`config.mk`:
```
export PLATFORM = sky130hd
export DESIGN_NAME = deadline_timer_queue_flat
export DESIGN_NICKNAME = d
export VERILOG_FILES = /design/src/dtq_pkg.sv /design/src/dtq_if.sv /design/src/deadline_timer_queue.sv /design/src/dtq_ram.sv /design/src/dtq_ctrl.sv /design/src/dtq_out_reg.sv /design/src/flat_wrapper.sv
export SDC_FILE = /design/constraint.sdc
export NUM_CORES = 1
export LEC_CHECK = 0
export ABC_AREA = 1
export BUFFER_PORTS_ARGS = -buffer_cell sky130_fd_sc_hd__buf_2
export CAP_MARGIN = 20
export CORE_MARGIN = 4
export CORE_UTILIZATION = 50
export DETAILED_ROUTE_END_ITERATION = 10
export PLACE_DENSITY = 0.65
export RECOVER_POWER = 50
export SYNTH_ARGS = -nofsm -noshare
export SYNTH_HDL_FRONTEND = slang
export SYNTH_HIERARCHICAL = 1
export SYNTH_SLANG_ARGS = --single-unit
```
`constraint.sdc`:
```
create_clock -name clk_i -period 16.6 [get_ports clk_i]
set_input_delay 0 -clock clk_i [delete_from_list [all_inputs] [get_ports clk_i]]
set_output_delay 0 -clock clk_i [all_outputs]
set_load 0.02 [all_outputs]
```
`src/dtq_pkg.sv`:
```
// Package for the deadline timer queue: sizes, action codes and shared types.
// No dependencies; used by every other file of the block but dtq_ram.
`timescale 1ns / 1ps

package dtq_pkg;

  localparam int unsigned QueueDepth = 16;
  localparam int unsigned AddrW      = $clog2(QueueDepth);
  localparam int unsigned CntW       = $clog2(QueueDepth + 1);
  localparam int unsigned TagBits    = 16;
  localparam int unsigned TagW       = 16;
  localparam int unsigned DlW        = 32;

  localparam logic ActAdd  = 1'b0;
  localparam logic ActTick = 1'b1;

  typedef struct packed {
    logic [DlW-1:0]     deadline;
    logic [TagBits-1:0] tag;
  } entry_t;

  localparam int unsigned EntryW = $bits(entry_t);

  typedef struct packed {
    logic            fired;
    logic [TagW-1:0] fired_tag;
    logic [DlW-1:0]  fired_deadline;
    logic            became_earliest;
    logic            dropped_full;
    logic [CntW-1:0] occupancy;
  } res_t;

endpackage

```
`src/dtq_if.sv`:
```
// Request and result channel interfaces of the deadline timer queue.
// Depends on dtq_pkg for field widths.
`timescale 1ns / 1ps

interface dtq_req_if;
  logic                       valid;
  logic                       ready;
  logic                       action;
  logic [dtq_pkg::DlW-1:0]    deadline;
  logic [dtq_pkg::TagW-1:0]   task_tag;
  logic [dtq_pkg::DlW-1:0]    now_time;

  modport source (output valid, action, deadline, task_tag, now_time, input ready);
  modport sink   (input valid, action, deadline, task_tag, now_time, output ready);
endinterface

interface dtq_res_if;
  logic                       valid;
  logic                       ready;
  logic                       fired;
  logic [dtq_pkg::TagW-1:0]   fired_tag;
  logic [dtq_pkg::DlW-1:0]    fired_deadline;
  logic                       became_earliest;
  logic                       dropped_full;
  logic [dtq_pkg::CntW-1:0]   occupancy;

  modport source (output valid, fired, fired_tag, fired_deadline, became_earliest,
                  dropped_full, occupancy, input ready);
  modport sink   (input valid, fired, fired_tag, fired_deadline, became_earliest,
                  dropped_full, occupancy, output ready);
endinterface

```
`src/deadline_timer_queue.sv`:
```
// Deadline timer queue, the top level: sequencer, entry RAM and output register.
// Depends on dtq_pkg, dtq_if, dtq_ram, dtq_ctrl and dtq_out_reg.
`timescale 1ns / 1ps

// Holds up to 16 tasks (tag and deadline) kept sorted earliest first in one
// entry RAM, equal deadlines in arrival order. Every request gives exactly one
// result. An add into a full queue is dropped, and an add into an empty queue is
// written straight to slot 0; otherwise the tasks due later than the new one
// are shifted up one slot a cycle through the RAM port pair, from the tail.
// A tick that fires pops the head and shifts the rest down the same way.
// A result waits in the output register while the next request is taken.
// No clearing pass is needed after reset.

module deadline_timer_queue (
  input  logic     clk_i,
  input  logic     rst_ni,
  dtq_req_if.sink  req_i,
  dtq_res_if.source res_o
);

  logic                      res_valid;
  logic                      res_ready;
  dtq_pkg::res_t             res;
  logic                      ram_we;
  logic [dtq_pkg::AddrW-1:0] ram_waddr;
  logic [dtq_pkg::AddrW-1:0] ram_raddr;
  dtq_pkg::entry_t           ram_wdata;
  dtq_pkg::entry_t           ram_rdata;

  dtq_ctrl u_ctrl (
    .clk_i       (clk_i),
    .rst_ni      (rst_ni),
    .req_i       (req_i),
    .res_valid_o (res_valid),
    .res_ready_i (res_ready),
    .res_o       (res),
    .ram_we_o    (ram_we),
    .ram_waddr_o (ram_waddr),
    .ram_wdata_o (ram_wdata),
    .ram_raddr_o (ram_raddr),
    .ram_rdata_i (ram_rdata)
  );

  dtq_ram #(
    .Width (dtq_pkg::EntryW),
    .Depth (dtq_pkg::QueueDepth)
  ) u_entry_ram (
    .clk_i   (clk_i),
    .we_i    (ram_we),
    .waddr_i (ram_waddr),
    .wdata_i (ram_wdata),
    .raddr_i (ram_raddr),
    .rdata_o (ram_rdata)
  );

  dtq_out_reg u_out_reg (
    .clk_i   (clk_i),
    .rst_ni  (rst_ni),
    .valid_i (res_valid),
    .ready_o (res_ready),
    .res_i   (res),
    .res_o   (res_o)
  );

endmodule

```
`src/dtq_ram.sv`:
```
// Generic simple dual-port RAM: one write port, one read port, registered read.
// No dependencies.
`timescale 1ns / 1ps

module dtq_ram #(
  parameter int unsigned Width = 8,
  parameter int unsigned Depth = 16
) (
  input  logic                     clk_i,
  input  logic                     we_i,
  input  logic [$clog2(Depth)-1:0] waddr_i,
  input  logic [Width-1:0]         wdata_i,
  input  logic [$clog2(Depth)-1:0] raddr_i,
  output logic [Width-1:0]         rdata_o
);

  logic [Width-1:0] mem_q [Depth];
  logic [Width-1:0] rdata_q;

  always_ff @(posedge clk_i) begin
    if (we_i) begin
      mem_q[waddr_i] <= wdata_i;
    end
    rdata_q <= mem_q[raddr_i];
  end

  assign rdata_o = rdata_q;

endmodule

```
`src/dtq_ctrl.sv`:
```
// Sequencer of the deadline timer queue: keeps the slots sorted in the entry
// RAM by shifting on insert and pop, and holds head, count and result fields.
// Depends on dtq_pkg and dtq_req_if.
`timescale 1ns / 1ps

module dtq_ctrl (
  input  logic                        clk_i,
  input  logic                        rst_ni,
  dtq_req_if.sink                     req_i,
  output logic                        res_valid_o,
  input  logic                        res_ready_i,
  output dtq_pkg::res_t               res_o,
  output logic                        ram_we_o,
  output logic [dtq_pkg::AddrW-1:0]   ram_waddr_o,
  output dtq_pkg::entry_t             ram_wdata_o,
  output logic [dtq_pkg::AddrW-1:0]   ram_raddr_o,
  input  dtq_pkg::entry_t             ram_rdata_i
);

  typedef enum logic [2:0] {
    S_IDLE,
    S_INS,
    S_INS_HEAD,
    S_POP,
    S_DONE
  } state_e;

  state_e                    state_q, state_d;
  logic [dtq_pkg::CntW-1:0]  cnt_q, cnt_d;
  logic [dtq_pkg::AddrW-1:0] idx_q, idx_d;
  dtq_pkg::entry_t           new_q, new_d;
  dtq_pkg::entry_t           head_q, head_d;
  dtq_pkg::entry_t           fired_entry_q, fired_entry_d;
  logic                      fired_q, fired_d;
  logic                      dropped_q, dropped_d;
  logic                      added_q, added_d;
  dtq_pkg::entry_t           req_entry;
  logic                      accept;

  assign req_i.ready = (state_q == S_IDLE);
  assign accept      = req_i.valid && req_i.ready;
  assign req_entry   = '{deadline: req_i.deadline,
                         tag:      req_i.task_tag[dtq_pkg::TagBits-1:0]};

  always_comb begin
    state_d       = state_q;
    cnt_d         = cnt_q;
    idx_d         = idx_q;
    new_d         = new_q;
    head_d        = head_q;
    fired_entry_d = fired_entry_q;
    fired_d       = fired_q;
    dropped_d     = dropped_q;
    added_d       = added_q;
    ram_we_o      = 1'b0;
    ram_waddr_o   = idx_q;
    ram_wdata_o   = new_q;
    ram_raddr_o   = idx_q;
    res_valid_o   = 1'b0;

    case (state_q)
      S_IDLE: begin
        if (accept) begin
          fired_d       = 1'b0;
          dropped_d     = 1'b0;
          added_d       = 1'b0;
          fired_entry_d = '0;
          new_d         = req_entry;
          if (req_i.action == dtq_pkg::ActAdd) begin
            if (cnt_q == dtq_pkg::CntW'(dtq_pkg::QueueDepth)) begin
              dropped_d = 1'b1;
              state_d   = S_DONE;
            end else if (cnt_q == '0) begin
              ram_we_o    = 1'b1;
              ram_waddr_o = '0;
              ram_wdata_o = req_entry;
              head_d      = req_entry;
              cnt_d       = cnt_q + dtq_pkg::CntW'(1);
              added_d     = 1'b1;
              state_d     = S_DONE;
            end else begin
              added_d     = 1'b1;
              ram_raddr_o = dtq_pkg::AddrW'(cnt_q - dtq_pkg::CntW'(1));
              idx_d       = dtq_pkg::AddrW'(cnt_q - dtq_pkg::CntW'(1));
              state_d     = S_INS;
            end
          end else begin
            if ((cnt_q != '0) && (head_q.deadline <= req_i.now_time)) begin
              fired_d       = 1'b1;
              fired_entry_d = head_q;
              if (cnt_q == dtq_pkg::CntW'(1)) begin
                cnt_d   = '0;
                state_d = S_DONE;
              end else begin
                ram_raddr_o = dtq_pkg::AddrW'(1);
                idx_d       = dtq_pkg::AddrW'(1);
                state_d     = S_POP;
              end
            end else begin
              state_d = S_DONE;
            end
          end
        end
      end
      S_INS: begin
        ram_we_o    = 1'b1;
        ram_waddr_o = idx_q + dtq_pkg::AddrW'(1);
        if (ram_rdata_i.deadline > new_q.deadline) begin
          ram_wdata_o = ram_rdata_i;
          if (idx_q == '0) begin
            state_d = S_INS_HEAD;
          end else begin
            ram_raddr_o = idx_q - dtq_pkg::AddrW'(1);
            idx_d       = idx_q - dtq_pkg::AddrW'(1);
          end
        end else begin
          ram_wdata_o = new_q;
          cnt_d       = cnt_q + dtq_pkg::CntW'(1);
          state_d     = S_DONE;
        end
      end
      S_INS_HEAD: begin
        ram_we_o    = 1'b1;
        ram_waddr_o = '0;
        ram_wdata_o = new_q;
        head_d      = new_q;
        cnt_d       = cnt_q + dtq_pkg::CntW'(1);
        state_d     = S_DONE;
      end
      S_POP: begin
        ram_we_o    = 1'b1;
        ram_waddr_o = idx_q - dtq_pkg::AddrW'(1);
        ram_wdata_o = ram_rdata_i;
        if (idx_q == dtq_pkg::AddrW'(1)) begin
          head_d = ram_rdata_i;
        end
        if (dtq_pkg::CntW'(idx_q) == cnt_q - dtq_pkg::CntW'(1)) begin
          cnt_d   = cnt_q - dtq_pkg::CntW'(1);
          state_d = S_DONE;
        end else begin
          ram_raddr_o = idx_q + dtq_pkg::AddrW'(1);
          idx_d       = idx_q + dtq_pkg::AddrW'(1);
        end
      end
      S_DONE: begin
        res_valid_o = 1'b1;
        if (res_ready_i) begin
          state_d = S_IDLE;
        end
      end
      default: begin
        state_d = S_IDLE;
      end
    endcase
  end

  always_comb begin
    res_o.fired           = fired_q;
    res_o.fired_tag       = dtq_pkg::TagW'(fired_entry_q.tag);
    res_o.fired_deadline  = fired_entry_q.deadline;
    res_o.became_earliest = added_q && (head_q.deadline == new_q.deadline);
    res_o.dropped_full    = dropped_q;
    res_o.occupancy       = cnt_q;
  end

  always_ff @(posedge clk_i or negedge rst_ni) begin
    if (!rst_ni) begin
      state_q <= S_IDLE;
      cnt_q   <= '0;
    end else begin
      state_q <= state_d;
      cnt_q   <= cnt_d;
    end
  end

  always_ff @(posedge clk_i) begin
    idx_q         <= idx_d;
    new_q         <= new_d;
    head_q        <= head_d;
    fired_entry_q <= fired_entry_d;
    fired_q       <= fired_d;
    dropped_q     <= dropped_d;
    added_q       <= added_d;
  end

  // count never exceeds the queue depth
  assert property (@(posedge clk_i) disable iff (!rst_ni)
    cnt_q <= dtq_pkg::CntW'(dtq_pkg::QueueDepth))
    else $error("entry count above queue depth");

  // an insert scan only runs on a queue that is neither empty nor full
  assert property (@(posedge clk_i) disable iff (!rst_ni)
    (state_q == S_INS) |->
      ((cnt_q != '0) && (cnt_q < dtq_pkg::CntW'(dtq_pkg::QueueDepth))))
    else $error("insert scan on empty or full queue");

  // a pop shift never reads slot zero and stays below the count
  assert property (@(posedge clk_i) disable iff (!rst_ni)
    (state_q == S_POP) |-> ((idx_q != '0) && (dtq_pkg::CntW'(idx_q) < cnt_q)))
    else $error("pop shift index out of range");

  // no ram write while a result is presented
  assert property (@(posedge clk_i) disable iff (!rst_ni)
    (state_q == S_DONE) |-> !ram_we_o)
    else $error("ram write during result phase");

  // a taken result returns the sequencer to idle
  assert property (@(posedge clk_i) disable iff (!rst_ni)
    (res_valid_o && res_ready_i) |=> (state_q == S_IDLE))
    else $error("sequencer did not return to idle after result");

endmodule

```
`src/dtq_out_reg.sv`:
```
// Output register of the deadline timer queue: holds one result until taken.
// Depends on dtq_pkg and dtq_res_if.
`timescale 1ns / 1ps

module dtq_out_reg (
  input  logic           clk_i,
  input  logic           rst_ni,
  input  logic           valid_i,
  output logic           ready_o,
  input  dtq_pkg::res_t  res_i,
  dtq_res_if.source      res_o
);

  logic          valid_q, valid_d;
  dtq_pkg::res_t data_q;

  assign ready_o = !valid_q || res_o.ready;

  always_comb begin
    valid_d = valid_q;
    if (ready_o) begin
      valid_d = valid_i;
    end
  end

  always_ff @(posedge clk_i or negedge rst_ni) begin
    if (!rst_ni) begin
      valid_q <= 1'b0;
    end else begin
      valid_q <= valid_d;
    end
  end

  always_ff @(posedge clk_i) begin
    if (ready_o && valid_i) begin
      data_q <= res_i;
    end
  end

  assign res_o.valid           = valid_q;
  assign res_o.fired           = data_q.fired;
  assign res_o.fired_tag       = data_q.fired_tag;
  assign res_o.fired_deadline  = data_q.fired_deadline;
  assign res_o.became_earliest = data_q.became_earliest;
  assign res_o.dropped_full    = data_q.dropped_full;
  assign res_o.occupancy       = data_q.occupancy;

endmodule
```
`src/flat_wrapper.sv`:
```
// flat-port wrapper written by rule: the top's interface ports become plain ports
module deadline_timer_queue_flat 
  (clk_i, rst_ni, req_i_valid, req_i_action, req_i_deadline, req_i_task_tag, req_i_now_time, req_i_ready, res_o_valid, res_o_fired, res_o_fired_tag, res_o_fired_deadline, res_o_became_earliest, res_o_dropped_full, res_o_occupancy, res_o_ready);
  dtq_req_if req_i_i ();
  dtq_res_if res_o_i ();
  input  logic clk_i;
  input  logic rst_ni;
  input wire logic [$bits(req_i_i.valid)-1:0] req_i_valid;
  input wire logic [$bits(req_i_i.action)-1:0] req_i_action;
  input wire logic [$bits(req_i_i.deadline)-1:0] req_i_deadline;
  input wire logic [$bits(req_i_i.task_tag)-1:0] req_i_task_tag;
  input wire logic [$bits(req_i_i.now_time)-1:0] req_i_now_time;
  output wire logic [$bits(req_i_i.ready)-1:0] req_i_ready;
  output wire logic [$bits(res_o_i.valid)-1:0] res_o_valid;
  output wire logic [$bits(res_o_i.fired)-1:0] res_o_fired;
  output wire logic [$bits(res_o_i.fired_tag)-1:0] res_o_fired_tag;
  output wire logic [$bits(res_o_i.fired_deadline)-1:0] res_o_fired_deadline;
  output wire logic [$bits(res_o_i.became_earliest)-1:0] res_o_became_earliest;
  output wire logic [$bits(res_o_i.dropped_full)-1:0] res_o_dropped_full;
  output wire logic [$bits(res_o_i.occupancy)-1:0] res_o_occupancy;
  input wire logic [$bits(res_o_i.ready)-1:0] res_o_ready;
  assign req_i_i.valid = req_i_valid;
  assign req_i_i.action = req_i_action;
  assign req_i_i.deadline = req_i_deadline;
  assign req_i_i.task_tag = req_i_task_tag;
  assign req_i_i.now_time = req_i_now_time;
  assign req_i_ready = req_i_i.ready;
  assign res_o_valid = res_o_i.valid;
  assign res_o_fired = res_o_i.fired;
  assign res_o_fired_tag = res_o_i.fired_tag;
  assign res_o_fired_deadline = res_o_i.fired_deadline;
  assign res_o_became_earliest = res_o_i.became_earliest;
  assign res_o_dropped_full = res_o_i.dropped_full;
  assign res_o_occupancy = res_o_i.occupancy;
  assign res_o_i.ready = res_o_ready;
  deadline_timer_queue u_core (.clk_i(clk_i), .rst_ni(rst_ni), .req_i(req_i_i), .res_o(res_o_i));
endmodule
```
After elaboration in Yosys (flattened, before gate mapping)
Memory sizes are Yosys's and may differ from the RTL's. A register that Yosys moved wholly into a read port is not among the register bits.
Cells that the tools add are included.
- register bits after elaboration: 216
- bits in writable memories: 768
- bits of input ports: 85
- output and inout bits: 58
- word-level logic and storage cells: 124
- memories: 1
- memory list (memory ; depth ; width ; rd ports ; clocked after Yosys merged registers in ; write ports ; RTL line ; source):
    u_core.u_entry_ram.mem_q ; 16 ; 48 ; 1 ; 1 ; 1 ; dtq_ram.sv:17 ; logic [Width-1:0] mem_q [Depth];
- add/sub/neg operators: 4
- magnitude comparators: 2
- eq/ne operators: 22
- multiplexer cells: 58
- reduce and logical (&&, ||, !) cells: 18
- operators with widths (operator ; number):
    48-bit 2-to-1 mux ; 10
    48-bit case mux with 3 select lines ; 2
    4-bit 2-to-1 mux ; 13
    5-bit 2-to-1 mux ; 8
    32-bit == test ; 1
    32-bit greater-than comparator ; 1
    32-bit <= comparator ; 1
    3-bit 2-to-1 mux ; 10
    5-bit case mux with 4 select lines ; 1
    4-bit case mux with 4 select lines ; 1
    3-bit case mux with 5 select lines ; 1
    2-bit inequality test (second input constant) ; 6
    4-bit case mux with 3 select lines ; 1
    1-bit 2-to-1 mux ; 10
    3-bit by 2-bit inequality test with 1-bit output (second input constant) ; 3
    8-bit AND reduction ; 1
    3-bit by 2-bit == test with 1-bit output (second input constant) ; 2
    3-bit inequality test (second input constant) ; 2
    6-bit AND reduction ; 1
    5-bit by 1-bit adder with 5-bit output (second input constant) ; 1
    4-bit by 5-bit == test with 1-bit output ; 1
    5-bit by 1-bit == test with 1-bit output (second input constant) ; 1
    5-bit == test (second input constant) ; 1
    5-bit logical NOT ; 1
    19 further kinds ; 24

Depth between registers and ports, before layout
Gate-level depths: netlist of run 1.
- depth after elaboration: 8
- depth in mapped cells: 28
- gate-level depth less buffers: 25

Modules after synthesis
The synthesis of run 1 kept the hierarchy.
- by module, submodules not included (module ; times used ; cells each ; area an instance (µm²) ; sequential area each (µm²)):
    dtq_ram ; 1 ; 3166 ; 33803.7 ; 24023.0
    dtq_ctrl ; 1 ; 1284 ; 10607.7 ; 4694.5
    dtq_out_reg ; 1 ; 62 ; 1726.7 ; 1706.6

Least setup slack after synthesis of run 1
OpenSTA, ideal clock, no wires.
- path kind: reg2reg
- start: register u_core/u_ctrl/cnt_q[0] (netlist bit)
- end: register u_core/u_ctrl/head_q[0] (netlist bit) (enable)
- setup time: 710 ps
- arrival time: 8746 ps
- required time: 15890 ps
- setup slack: 7144 ps
- stages on the path, launching flop included: 9
- path buffers: 0
- clock period less this slack: 9456 ps
- cells stage by stage: dfrtp_1 -> inv_2 -> ha_1 -> nand2_4 -> nor2_8 -> nand2_2 -> nor3_2 -> nor2_1 -> a2111oi_0
- cells in the longest elaborated chain, start to end: 3
- elaborated cells between the ends (all ways): 5
- classes of those cells: eq/ne: 3; reduce/logical: 2
- ends and longest elaborated chain (item ; RTL line ; source):
    start: declaration ; dtq_ctrl.sv:29 ; logic [dtq_pkg::CntW-1:0] cnt_q, cnt_d;
    start signal: assignment ; dtq_ctrl.sv:172 ; cnt_q <= cnt_d;
    5-bit == test or 5-bit logical NOT (tied branches) ; dtq_ctrl.sv:70, dtq_ctrl.sv:73 ;
    2-bit inequality test (no source line) or 2-bit by 1-bit inequality test with 1-bit output (tied branches) ; -- ;
    6-bit AND reduction (no source line) (*) ; -- ;
    end signal: assignment ; dtq_ctrl.sv:179 ; head_q <= head_d;
    end: declaration ; dtq_ctrl.sv:32 ; dtq_pkg::entry_t head_q, head_d;
Mark *: on every way between the ends. The rest lies on a longest branch, timed or not.
A chain may end at the register's enable or synchronous reset.

Final worst setup path of run 1
- start: register u_core.u_ctrl.state_q[2]
- end: register u_core.u_entry_ram.rdata_q[45], in the netlist u_core/u_entry_ram/rdata_o[45] (read register of u_core.u_entry_ram.mem_q)
- cells in the longest elaborated chain, start to end: 4
- elaborated cells between the ends (all ways): 6
- classes of those cells: eq/ne: 2; mux: 2; reduce/logical: 2
- ends and longest elaborated chain (item ; RTL line ; source):
    start: declaration ; dtq_ctrl.sv:28 ; state_e state_q, state_d;
    start signal: assignment ; dtq_ctrl.sv:171 ; state_q <= state_d;
    3-bit logical NOT ; dtq_ctrl.sv:40, dtq_ctrl.sv:61 ;
    1-bit logical AND ; dtq_ctrl.sv:41 ; assign accept = req_i.valid && req_i.ready;
    4-bit 2-to-1 mux ; -- ;
    4-bit case mux with 3 select lines (*) ; dtq_ctrl.sv:61 ; case (state_q)
    named net u_core.ram_raddr, one bit ; deadline_timer_queue.sv:26 ; logic [dtq_pkg::AddrW-1:0] ram_raddr;
    end: declaration ; dtq_ram.sv:18 ; logic [Width-1:0] rdata_q;
Mark *: on every way through the listed nets, which the timed path passes. The rest lies on a longest branch.

==> metrics.md, run 1 <==
| Metric | Value |
|---|---|
| PD cells | 100 nW/um2 |
| Status | finished with violations |
| Routed WL | 121000 um |
| Max-cap viol count | 11 |
| I/O pin count | 143 |
| Layout Area Growth over Synthesis | 11.2% |
| Post-Layout Cell Count | 5926 |
| Top post-synthesis cells by count | nand2_1 (1368), edfxtp_1 (971), inv_1 (747) |
| Clock-pin transition on the worst setup and hold timing paths | 70 ps |
| Global-route wire length before repair | 181000 um |
| Core Util, Final | 56.0% |
| Termination of the worst setup path | u_core/u_entry_ram/rdata_o[45] |
| Worst vdd ir | 0.0696 mV |
| Syn Nets | 4668 |
| Slew headroom | -164% |
| Cell Rows | 111 |
| Number of setup buffers added after CTS | 0 |
| Nets@finish | 4807 |
| Setup Skew | 19.9 ps |
| Routed len/inst | 20.5 um |
| Core ar. | 91700 um2 |
| GRT Overall Usage | 24.4% |
| Final min period | 9450 ps |
| Initial antenna violation count | 2 |
| Max Transition Viols Final | 422 |
| Leakage | 0.0220 uW |
| CTS H-tree lvls | 3 |
| Sequential fraction of the synthesis area | 65.9% |
| Antenna Violating Nets Remaining | 0 |
| Crit Path Category | reg -> reg |
| Netlist cell types | 49 |
| Avg Cell Area, Syn | 10.2 um2 |
| Initial drt markers | 3754 |
| Clk Latency, worst-skew pair | 670 ps |
| Total power | 5150 uW |
| Reg2reg start | u_core/u_ctrl/state_q[2] |
| Drt first pass iters | 8 |
| DP HPWL | 65900 um |
| Final hold violation count | 0 |
| Max stage delay on crit path | 2310 ps |
| Flops & latches, synth | 1032 |
| Share of flip-flops with an asynchronous set or reset | 0.872% |
| Initial cell density of the core | 50.3% |
| DR vias/cell | 5.43 |
| Synth area leaders | edfxtp_1 (63%), nand2_1 (11%), nand3_1 (7.4%) |
| Clk root buf | clkbuf_16 |
| Final setup vio count | 0 |
| Origin of the worst setup path | u_core/u_ctrl/state_q[2] |
| CP startpoint kind | flop |
| Die Area | 97200 um2 |
| R2R Path End | u_core/u_entry_ram/rdata_o[45] |
| CTS tree | yes |
| CP arrival | 10060 ps |
| Count leader, synth | nand2_1 |
| Reg2Reg Depth | 15 |
| Slew @ Worst Pin | 3960 ps |
| Post-synth top area share | 63.2% |
| Port buffer count | 142 |
| DRC | 0 |
| Worst hold slack | 123 ps |
| Synth warn | 6 |
| Placer Congestion | 0.926 |
| DIE HEIGHT | 312 um |
| Final period utilization | 56.9% |
| Setup TNS | 0 ps |
| Layout cells sized above 1 | 5.63% |
| Post-synth EDFFs | 971 |
| Crit path capture type | flop |
| Die X | 312 um |
| GRT overflow | 0 |
| Failing checks | max-capacitance violations, max-slew violations |
| Worst EP required | 17200 ps |
| Cells after synthesis | 4512 |
| Post-CTS Resized | 0 |
| Primary FF master, synth | edfxtp_1 |
| Post-synth top area cell | edfxtp_1 |
| CTS sink count | 1032 |
| Maximum clock path buffer count | 3 |
| Number of global-route vias before repair | 29700 |
| HP Class | in -> reg |
| DR vias | 32200 |
| Worst-path fanout max | 68 |
| F_max | 106 MHz |
| CTS Hold Buffers Added | 52 |
| R2r setup slk | 7150 ps |
| RSZ-0062 raised after global routing | false |
| Synthesized area | 46100 um2 |
| Placed insts | 5680 |
| Number of CTS-inserted buffers | 102 |
| Largest net degree at the start of global routing | 231 |
| Worst path cell trace | nor2_2 -> clkbuf_1 -> inv_1 -> nor2_4 -> clkbuf_1 -> o211ai_1 -> nand2_1 -> inv_1 -> nand3_4 -> clkbuf_1 -> buf_4 -> nand3_1 -> nand3_1 -> nand3_1 -> nand2_1 |
| Critical path's slowest cell | clkbuf_1 |
state kept, by name, indices dropped and copies added (netlist names), 3 cells and up:
signal / flops
u_core/u_ctrl/cnt_q: 5
u_core/u_entry_ram/rdata_o: 48
u_core/u_out_reg/res_o.occupancy: 5
u_core/u_ctrl/state_q: 3
u_core/u_ctrl/new_q: 48
u_core/u_entry_ram/mem_q: 768
u_core/u_ctrl/idx_q: 4
u_core/u_ctrl/head_q: 48
u_core/u_out_reg/res_o.fired_tag: 16
u_core/u_ctrl/res_o: 48
u_core/u_out_reg/res_o.fired_deadline: 32
layout make-up:
class	instances	area, um2
Fill cell	7744	40300
Sequential cell	1032	30400
Multi-Input combinational cell	2512	11700
Inverter	764	2900
Clock buffer	139	2870
Tap cell	1186	1480
Timing Repair Buffer	239	1420
Clock inverter	53	503
Antenna cell	1	2.50
worst max-delay path, delay by kind of cell (launching register included):
family	cells	cell delay (ps)
buffers and inverters	6	7120
AND/OR/NAND/NOR	8	1410
flip-flops	1	480
AO/OA/AOI/OAI	1	250
layout by cell type (no fill, tap or decap), types with 5 or more instances in the layout:
| cell | count |
|---|---|
| a21oi_1 | 79 |
| clkbuf_8 | 11 |
| xor2_1 | 12 |
| dlygate4sd3_1 | 52 |
| nor2_4 | 10 |
| nor2_2 | 5 |
| edfxtp_1 | 971 |
| ha_1 | 71 |
| buf_4 | 30 |
| inv_2 | 9 |
| nand4_1 | 12 |
| clkinv_1 | 21 |
| clkbuf_1 | 141 |
| dfxtp_1 | 52 |
| nand3_1 | 681 |
| buf_2 | 37 |
| o211ai_1 | 37 |
| nand2_2 | 7 |
| o21ai_0 | 45 |
| clkbuf_16 | 105 |
| o221ai_1 | 10 |
| o22ai_1 | 25 |
| clkinv_2 | 17 |
| nor2_1 | 106 |
| dfrtp_1 | 9 |
| bufinv_16 | 9 |
| inv_1 | 748 |
| nand2_1 | 1372 |
worst min path at each step:
stage,start,to,slack (ps),cells after the start
floorplan,rst_ni,u_core/u_ctrl/cnt_q[0],-300,0
global placement,rst_ni,u_core/u_ctrl/state_q[1],-130,1
detailed placement,rst_ni,u_core/u_ctrl/state_q[0],-130,1
CTS,req_i_task_tag[0],u_core/u_ctrl/new_q[0],20,2
global route,req_i_task_tag[2],u_core/u_ctrl/new_q[2],120,2
finish,req_i_task_tag[12],u_core/u_ctrl/new_q[12],120,2
per-layer routing:
metal  vias up  share of wire [%]  GRT usage, %
met5         -                  0             0
li1      15100                  -             -
met4         0                3.0          8.26
met2      1601                 46          38.6
met3       245                9.1          3.38
met1     15200                 42          34.9
cells by family (layout without fill, tap and decap cells):
| family | Yosys count | count (layout) | share of synthesized area [%] |
|---|---|---|---|
| xor gates and xnor gates | 16 | 16 | 0.320 |
| other | 0 | 1 | 0 |
| and+or+nand+nor | 2213 | 2213 | 20.4 |
| buffers and inverters | 968 | 1195 | 8.66 |
| adders and majority gates | 71 | 71 | 1.93 |
| DFF | 1032 | 1032 | 65.9 |
| AOI/OAI and AO/OA | 212 | 212 | 2.75 |
where the power goes:
| group | internal (uW) | total (uW) | switching [uW] |
|---|---|---|---|
| sequential | 2800 | 2800 | 0.00000000000000851 |
| combinational | 19.3 | 39.9 | 20.6 |
| clock | 1350 | 2310 | 963 |
| total | 4170 | 5150 | 984 |
per-stage QoR:
stage | area [um2] | setup WS [ps]
detailed placement | 47800 | 11520
CTS | 51600 | 11480
finish | 51300 | 7150
global route | 51300 | 6810
floorplan | 46100 | 7140
global placement | 47800 | 11600
Note: power is estimated with default switching activity, not from simulation.
==> run 2: changes to the inputs <==
- PLACE_DENSITY: 0.65 -> 0.68
- clock period: 16.6 -> 8.3 ns (I/O delays scaled with it)
==> run 2 against run 1 <==
  * Total power is 96% higher
  * Sequential share of layout area grew 0.093 points
  * Routed wire length increased by 0.24%
  * The run still ends with max-capacitance violations, max-slew violations left
  * Largest cell class unchanged
  * Clock skew rose by 3.7 ps
  * Final cell count down 0.13%
  * Register-to-register slack worse by 5400 ps
  * Clock power increased by 91%
==> metrics.md, run 2 (same netlist as run 1, synthesis figures left out) <==
| Metric | Value |
|---|---|
| Initial drt markers | 3649 (-2.8%) |
| DIE HEIGHT | 312 um (unchanged) |
| Final min period | 6530 ps (-2930 ps) |
| Number of CTS-inserted buffers | 99 (-2.9%) |
| Placed insts | 5677 (-0.053%) |
| Failing checks | max-capacitance violations, max-slew violations |
| Setup Skew | 23.6 ps (+3.71 ps) |
| Number of setup buffers added after CTS | 0 (unchanged) |
| PD cells | 197 nW/um2 (+97%) |
| Post-CTS Resized | 0 (unchanged) |
| Crit Path Category | reg -> reg |
| Clock-pin transition on the worst setup and hold timing paths | 60 ps (about the same) |
| Final period utilization | 78.6% (+22 points) |
| Drt first pass iters | 6 (-2) |
| Core ar. | 91700 um2 (unchanged) |
| Worst vdd ir | 0.146 mV (+110%) |
| Routed WL | 122000 um (+0.24%) |
| Largest register by flop count | u_core/u_entry_ram/mem_q |
| Worst EP required | 8770 ps (-8430 ps) |
| Die X | 312 um (unchanged) |
| GRT Overall Usage | 24.5% (+0.11 points) |
| Routed len/inst | 20.6 um (+0.37%) |
| DR vias/cell | 5.45 (+0.44%) |
| CP arrival | 7000 ps (-3060 ps) |
| Footprint of the multi-input gates | 11800 um2 (+0.44%) |
| RSZ-0062 raised after global routing | false |
| Slew @ Worst Pin | 3310 ps (-650 ps) |
| Port buffer count | 142 (unchanged) |
| Crit path capture type | flop |
| Max FFs per register | 768 (unchanged) |
| Max-cap viol count | 9 (-2) |
| Largest net degree at the start of global routing | 193 (-16%) |
| Status | finished with violations |
| Sequential Area | 30400 um2 (unchanged) |
| Global-route wire length before repair | 183000 um (+1.3%) |
| Nets@finish | 4802 (-0.10%) |
| GRT overflow | 0 (unchanged) |
| Final setup vio count | 0 (unchanged) |
| Slew headroom | -121% (+43 points) |
| Max Transition Viols Final | 393 (-6.9%) |
| Maximum clock path buffer count | 3 (unchanged) |
| Initial antenna violation count | 3 (+1) |
| F_max | 153 MHz (+45%) |
| Worst-path fanout max | 50 (-26%) |
| Final hold violation count | 0 (unchanged) |
| Clk root buf | clkbuf_16 |
| Fill cells | 7689 (-0.71%) |
| Placer Congestion | 0.902 (-2.6%) |
| CTS sink count | 1032 (unchanged) |
| Setup TNS | 0 ps (unchanged) |
| HP Class | in -> reg |
| Initial cell density of the core | 50.3% (unchanged) |
| DP HPWL | 67700 um (+2.7%) |
| Most frequent cells in the layout | nand2_1 (1375), edfxtp_1 (971), inv_1 (749) |
| Layout Area Growth over Synthesis | 11.1% |
| Worst hold slack | 146 ps (+23.0 ps) |
| Layout cells sized above 1 | 5.62% (-0.0092 points) |
| CTS H-tree lvls | 3 (unchanged) |
| Die Area | 97200 um2 (unchanged) |
| Cell Rows | 111 (unchanged) |
| Antenna Violating Nets Remaining | 0 (unchanged) |
| Leading cell type in the layout, fill and taps excluded | nand2_1 |
| Post-Layout Cell Count | 5918 (-0.13%) |
| CTS tree | yes |
| CP startpoint kind | flop |
| Leakage | 0.0220 uW (-0.28%) |
| I/O pin count | 143 (unchanged) |
| Number of global-route vias before repair | 30200 (+1.5%) |
| DR vias | 32200 (+0.30%) |
| Clk Latency, worst-skew pair | 660 ps (about the same) |
| DRC | 0 (unchanged) |
-- run 2: cell types whose count changed in the layout (fill, tap and decap cells not counted), moves of 3 or more --
| cell | delta |
|---|---|
| nor2_1 | -8 |
| clkinv_1 | -7 |
| nor2_4 | +7 |
| clkbuf_16 | -4 |
| buf_12 | +3 |
| clkinvlp_4 | -3 |
| nand2_1 | +3 |
-- run 2: cell type report --
cell class,instances,share of cell area (%)
Antenna cell,3,0.0146
Clock buffer,142,5.43
Clock inverter,42,0.757
Inverter,764,5.64
Multi-Input combinational cell,2512,23.0
Sequential cell,1032,59.4
Tap cell,1186,2.90
Timing Repair Buffer,237,2.90
-- run 2: worst paths after layout --
kind	start	end	slack [ps]	cells past startpoint
max in group asynchronous	rst_ni	u_core/u_out_reg/res_o.valid	7550	3
max	u_core/u_ctrl/state_q[1]	u_core/u_entry_ram/rdata_o[2]	1770	12
min reg2reg	u_core/u_ctrl/res_o[40]	u_core/u_out_reg/res_o.fired_tag[1]	420	0
min in group asynchronous	rst_ni	u_core/u_ctrl/state_q[2]	400	3
min	req_i_deadline[16]	u_core/u_ctrl/new_q[32]	150	2
max reg2reg	u_core/u_ctrl/state_q[1]	u_core/u_entry_ram/rdata_o[2]	1770	12
-- run 2: stage by stage --
| step | power [uW] | utilization, % | setup slack, ps | area, um2 |
|---|---|---|---|---|
| after floorplan | 5740 | - | 1200 | 46100 |
| after global placement | 5780 | 52.1 | 2960 | 47800 |
| after detailed placement | 5780 | 52.1 | 2960 | 47800 |
| after CTS | 10200 | 56.2 | 2910 | 51500 |
| after global routing | 10400 | 55.9 | 1510 | 51200 |
| final | 10100 | 55.9 | 1770 | 51200 |
-- run 2: report_power, final --
group          internal [uW]      switching (uW)
clock                   2540                1880
combinational           38.6                43.0
sequential              5610  0.0000000000000312
total                   8190                1920
-- run 2: what timing repair did --
action,CTS,global route
endpoints found under the hold margin,116,0
hold buffers,52,0
setup endpoints to repair,0,0
-- run 2: critical path, cell delays in order (launching register included) --
cell	delay, ps
dfrtp_1	410
nor2_1	240
nand2_1	450
nor2_4	210
clkbuf_1	2090
a21boi_0	300
nand3_1	150
nand3_4	80
clkbuf_2	1440
inv_2	-10
buf_4	480
nand3_1	220
nand2_1	200
-- run 2: metal layers --
layer / wire length, um / vias up / share of wire, % / global-route usage (%)
met1: 51300 / 15400 / 42 / 34.8
met5: 0 / - / 0 / 0
li1: - / 15100 / - / -
met4: 3590 / 0 / 3.0 / 8.11
met2: 55900 / 1528 / 46 / 38.9
met3: 10900 / 216 / 9.0 / 3.69
